$ cat config.mk
export PLATFORM = sky130hd
export DESIGN_NAME = lwlrb_cfg
export DESIGN_NICKNAME = d
export VERILOG_FILES = /design/src/hdl/lwlrb_pkg.sv /design/src/hdl/lwlrb_cfg.sv
export SDC_FILE = /design/constraint.sdc
export NUM_CORES = 1
export LEC_CHECK = 0
export BUFFER_PORTS_ARGS = -buffer_cell sky130_fd_sc_hd__buf_2
export CORE_UTILIZATION = 30
export CTS_CLUSTER_DIAMETER = 120
export DETAILED_ROUTE_END_ITERATION = 7
export PLACE_DENSITY = 0.78
export SKIP_CTS_REPAIR_TIMING = 1
export SLEW_MARGIN = 15
export SYNTH_ARGS = -nofsm -noshare
export SYNTH_HDL_FRONTEND = slang
export SYNTH_SLANG_ARGS = --single-unit
$ cat constraint.sdc
create_clock -name clk -period 0.9 [get_ports clk]
set_input_delay 0.09 -clock clk [delete_from_list [all_inputs] [get_ports clk]]
set_output_delay 0.09 -clock clk [all_outputs]
set_load 0.03 [all_outputs]
$ cat src/hdl/lwlrb_pkg.sv
// Shared constants, types and pointer helpers for the line-wrapping log ring buffer.
// No dependencies; used by lwlrb_cfg and line_wrapping_log_ring_buffer_unit.
package lwlrb_pkg;

    localparam int STORE_DEPTH = 2048;
    localparam int AW = $clog2(STORE_DEPTH);
    localparam int FW = $clog2(STORE_DEPTH + 1);

    typedef logic [AW-1:0] ptr_t;
    typedef logic [FW-1:0] cnt_t;
    typedef logic [FW:0]   sum_t;

    localparam logic [7:0] CH_LF     = 8'h0A;
    localparam logic [7:0] CH_BSLASH = 8'h5C;
    localparam logic [7:0] CH_SPACE  = 8'h20;

    localparam logic [1:0] KIND_APPEND = 2'd0;
    localparam logic [1:0] KIND_COUNT  = 2'd1;
    localparam logic [1:0] KIND_FETCH  = 2'd2;

    localparam logic [1:0] STAT_OK        = 2'd0;
    localparam logic [1:0] STAT_NOT_FOUND = 2'd1;
    localparam logic [1:0] STAT_FILTERED  = 2'd2;

    localparam logic [6:0] MAX_ROOM    = 7'd64;
    localparam logic [7:0] WRAP_RESET  = 8'd64;
    localparam logic       REG_WRAP    = 1'b0;

    function automatic ptr_t ptr_next(input ptr_t p);
        ptr_t r;
        if (p == ptr_t'(STORE_DEPTH - 1))
            r = '0;
        else
            r = p + ptr_t'(1);
        return r;
    endfunction

    function automatic ptr_t oldest_pos(input ptr_t wp, input cnt_t fill);
        sum_t s;
        s = sum_t'(wp) + sum_t'(STORE_DEPTH) - sum_t'(fill);
        if (s >= sum_t'(STORE_DEPTH))
            s = s - sum_t'(STORE_DEPTH);
        return ptr_t'(s);
    endfunction

endpackage

$ cat src/hdl/lwlrb_cfg.sv
// APB register file: holds the wrap length register.
// Depends on lwlrb_pkg.
module lwlrb_cfg (
    input  logic        clk,
    input  logic        rst_n,
    input  logic        psel,
    input  logic        penable,
    input  logic        pwrite,
    input  logic [2:0]  paddr,
    input  logic [31:0] pwdata,
    output logic [31:0] prdata,
    output logic        pready,
    output logic [7:0]  wrap_length
);

    logic [7:0] wrap_reg;
    logic [7:0] wrap_next;
    logic       sel_wrap;

    assign pready   = 1'b1;
    assign sel_wrap = (paddr[2] == lwlrb_pkg::REG_WRAP);

    always_comb
    begin
        wrap_next = wrap_reg;
        if (psel && penable && pwrite && pready && sel_wrap)
        begin
            wrap_next = pwdata[7:0];
        end
    end

    always_ff @(posedge clk or negedge rst_n)
    begin
        if (!rst_n)
        begin
            wrap_reg <= lwlrb_pkg::WRAP_RESET;
        end
        else
        begin
            wrap_reg <= wrap_next;
        end
    end

    assign prdata      = sel_wrap ? {24'd0, wrap_reg} : 32'd0;
    assign wrap_length = wrap_reg;

endmodule

**After elaboration in Yosys (flattened, before gate mapping)**

Cells that the tools add are included.

- Bits in registers: 8
- Input bits: 40
- Word-level logic and storage cells: 6

- Muxes and demuxes: 1
- Bitwise gates (word level): 1
- Reductions and logical operators: 3

Operators with widths:

| kind | number |
|---|---|
| $mux 8 | 1 |
| $logic_and 1x1->1 | 3 |
| $not 1->1 | 1 |

**Depth between registers and ports, before layout**

- Depth in word-level cells: 3
- Mapped depth: 2
- Depth with buffers taken out: 2

**Worst setup path before layout**

OpenSTA, ideal clock, no wires.

- Path type: flip-flop to output port
- Start point: reg wrap_reg[6], in the netlist wrap_length[6]
- End point: out prdata[6]
- Arrival: 864 ps
- Required time: 810 ps
- Path slack: -54 ps
- Cell stages (with the launch flop): 2
- Buffers on the path: 0
- Cell sequence: dfstp_2 > and2b_2

- Longest elaborated chain between the ends: 1

RTL lines:

| item | line | RTL |
|---|---|---|
| start: declaration | lwlrb_cfg.sv:16 | `logic [7:0] wrap_reg;` |
| start signal: assignment | lwlrb_cfg.sv:36 | `wrap_reg <= lwlrb_pkg::WRAP_RESET;` |
| start signal: assignment | lwlrb_cfg.sv:40 | `wrap_reg <= wrap_next;` |
| $mux 8 | lwlrb_cfg.sv:44 | `assign prdata = sel_wrap ? {24'd0, wrap_reg} : 32'd0;` |
| end: declaration | lwlrb_cfg.sv:11 | `output logic [31:0] prdata,` |

No other way between the ends.

**Worst setup path in the final report**

Ends and elaborated chain as after synthesis.

==> results.sh <==
export IMPL_status="complete, but fails checks"
export IMPL_violations="setup timing"
export IMPL_slew_viol_final=0
export IMPL_fmax_mhz=888.5
export IMPL_grt_pass1_vias=328
export IMPL_internal_power_mw=1.001
export IMPL_dr_first_iter_drc_count=0
export IMPL_syn_avg_cell_area_um2=11.16
export IMPL_synth_seq_area_share_pct=34.70
export IMPL_fin_nets=128
export IMPL_critical_path_class="flip-flop to primary output"
export IMPL_rsz0062_at_grt="true"
export IMPL_synth_ff_type="dfrtp_1"
export IMPL_clock_path_buffers=2
export IMPL_antenna_found_initial=0
export IMPL_yosys_warnings=0
export IMPL_wl_um=946
export IMPL_rows=15
export IMPL_setup_viol=11
export IMPL_reg2regPathDepth=2
export IMPL_p_clk_share_pct=17.4
export IMPL_ios=81
export IMPL_min_to="wrap_length[2]$_DFFE_PN0P_"
export IMPL_placed_cells=105
export IMPL_die_x_um=45.99
export IMPL_num_antenna_cells=0
export IMPL_htree_levels=1
export IMPL_async_flop_share_pct=100.0
export IMPL_synth_most_common_cell="buf_4"
export IMPL_synth_top_area_share_pct=32.33
export IMPL_startpoint_type="flip-flop"
export IMPL_grt_max_degree=9
export IMPL_grt_overflow=0
export IMPL_start_util_pct=32.91
export IMPL_final_cells=112
export IMPL_cts_made_buffers=3
export IMPL_worstHoldPathCells=2
export IMPL_syn_cell_area_um2=580.6
export IMPL_endpoint_kind="primary output"
export IMPL_switching_share_pct=41.50
export IMPL_yosys_area_top_type="buf_4"
export IMPL_timing_final_crit_period_ps=1125
export IMPL_clk_latency_ps=250
export IMPL_worst_ep_required_time_ps=810
export IMPL_io_buffers=29
export IMPL_hold_path_class="input port to flip-flop"
export IMPL_core_area_um2=1764
export IMPL_fin_ws_ps=-225.5
export IMPL_die_area_um2=2115
export IMPL_p_switching_uw=710.0
export IMPL_cp_max_fo=3
export IMPL_clk_pin_slew_ps=60
export IMPL_largest_reg_flops=8
export IMPL_dpl_hpwl_um=755.4
export IMPL_postSynthCellCount=52
export IMPL_num_vias=392
export IMPL_cts_tree="done"
export IMPL_dr_pass1_iters=1
export IMPL_power_frac_comb_pct=52.9
export IMPL_worstHoldStart="pwdata[2]"
export IMPL_synth_edff_count=0
export IMPL_p_per_area_nw_per_um2=2098
export IMPL_irDropWorstVdd_mv=0.6996
export IMPL_cts_root_buffer="clkbuf_4"
export IMPL_seq_power_share_pct=29.7
export IMPL_finalClockSkew_ps=0
export IMPL_synthToLayoutAreaGrowth_pct=40.52
export IMPL_drive_gt1_share_pct=60.92
export IMPL_clock_sinks=8
export IMPL_synth_common_cells="buf_4 (25), and2b_2 (8), mux2_2 (8), dfrtp_1 (7), conb_1 (2)"
export IMPL_ant_nets=0
export IMPL_yosys_top_cells_area="buf_4 (32%), dfrtp_1 (30%), mux2_2 (16%)"
export IMPL_p_leak_nw=0.4505
export IMPL_track_usage_pct=9.601
export IMPL_ys_types=7
export IMPL_cp_arrival_ps=1040
export IMPL_r2r_end="wrap_length[3]$_DFFE_PN0P_"
export IMPL_grt_pass1_wl_um=1366
export IMPL_whs_ps=64.61
export IMPL_hold_violations=0
export IMPL_wl_per_cell_um=8.446
export IMPL_routabilityCongestion=0.6327
export IMPL_max_cap_violations=0
export IMPL_r2r_start="wrap_length[3]$_DFFE_PN0P_"
export IMPL_r2r_slack_ps=30
export IMPL_die_h_um=45.99
export IMPL_ys_seq_elements=8
export IMPL_period_share_pct=125.1
export IMPL_vias_per_cell=3.500
export IMPL_drcViolationCount=0
[kinds of logic (layout without fill, tap and decap cells)]
kind of cell           Yosys count  in the layout  synth area share (%)
buffers and inverters           25             37                 32.33
DFF                              8              8                 34.70
muxes                            8              8                 15.52
other                            2             25                 1.294
and+or+nand+nor                  9              9                 16.16
[area by class of cell]
type	instances	area, um2
clock buffers	4	26.28
repair buffers	33	279.0
flip-flops and latches	8	201.4
well taps	25	31.28
multi-input cells	42	277.8
fillers	169	948.4
[power groups by stage]
stage,Clock (mW),Combinational [mW],Sequential [mW]
6_report,0.298,0.905,0.507
5_1_grt,0.336,0.958,0.520
4_1_cts,0.315,0.706,0.494
3_3_place_gp,0,0.699,0.496
2_1_floorplan,0,0.446,0.662
3_5_place_dp,0,0.706,0.501
[through the flow]
stage               setup slack, ps  TNS (ps)  instance area, um2  util, %  power [mW]
floorplan                    -54.27    -54.27               666.9        -       1.108
global placement             -3.563    -3.563               663.1    37.59       1.196
detailed placement           -8.486    -8.486               663.1    37.59       1.207
CTS                          -287.6     -1929               689.4    39.08       1.516
global route                 -264.9     -2244               815.8    46.24       1.813
finish                       -225.5     -1733               815.8    46.24       1.711
[cells in the final DEF (no fill, tap or decap)]
cell           instances
conb_1                25
buf_6                 17
buf_2                 14
and2b_2                8
mux2_2                 8
dfrtp_1                7
clkbuf_4               3
nand4b_4               1
clkbuf_1               1
dlygate4sd3_1          1
buf_4                  1
dfstp_2                1
[per-layer routing]
| layer | wire length [um] | part of all wire, % | up-vias | track usage [%] |
|---|---|---|---|---|
| met5 | 0 | 0 | - | 0 |
| met4 | 0 | 0 | 0 | 5.294 |
| met3 | 124 | 13 | 0 | 4.365 |
| met2 | 487 | 51 | 34 | 16.06 |
| met1 | 333 | 35 | 172 | 9.832 |
| li1 | - | - | 186 | - |
[worst max-delay path by stage]
stage                                          start         to
after floorplan           wrap_length[6]$_DFFE_PN1P_  prdata[6]
after global placement    wrap_length[6]$_DFFE_PN1P_  prdata[6]
after detailed placement  wrap_length[6]$_DFFE_PN1P_  prdata[6]
after CTS                 wrap_length[6]$_DFFE_PN1P_  prdata[6]
after global routing      wrap_length[6]$_DFFE_PN1P_  prdata[6]
final                     wrap_length[6]$_DFFE_PN1P_  prdata[6]
[critical path: stages, from the launching register on]
cell	delay, ps
dfstp_2	530
and2b_2	140
buf_6	120
Note: power is estimated with default switching activity, not from simulation.
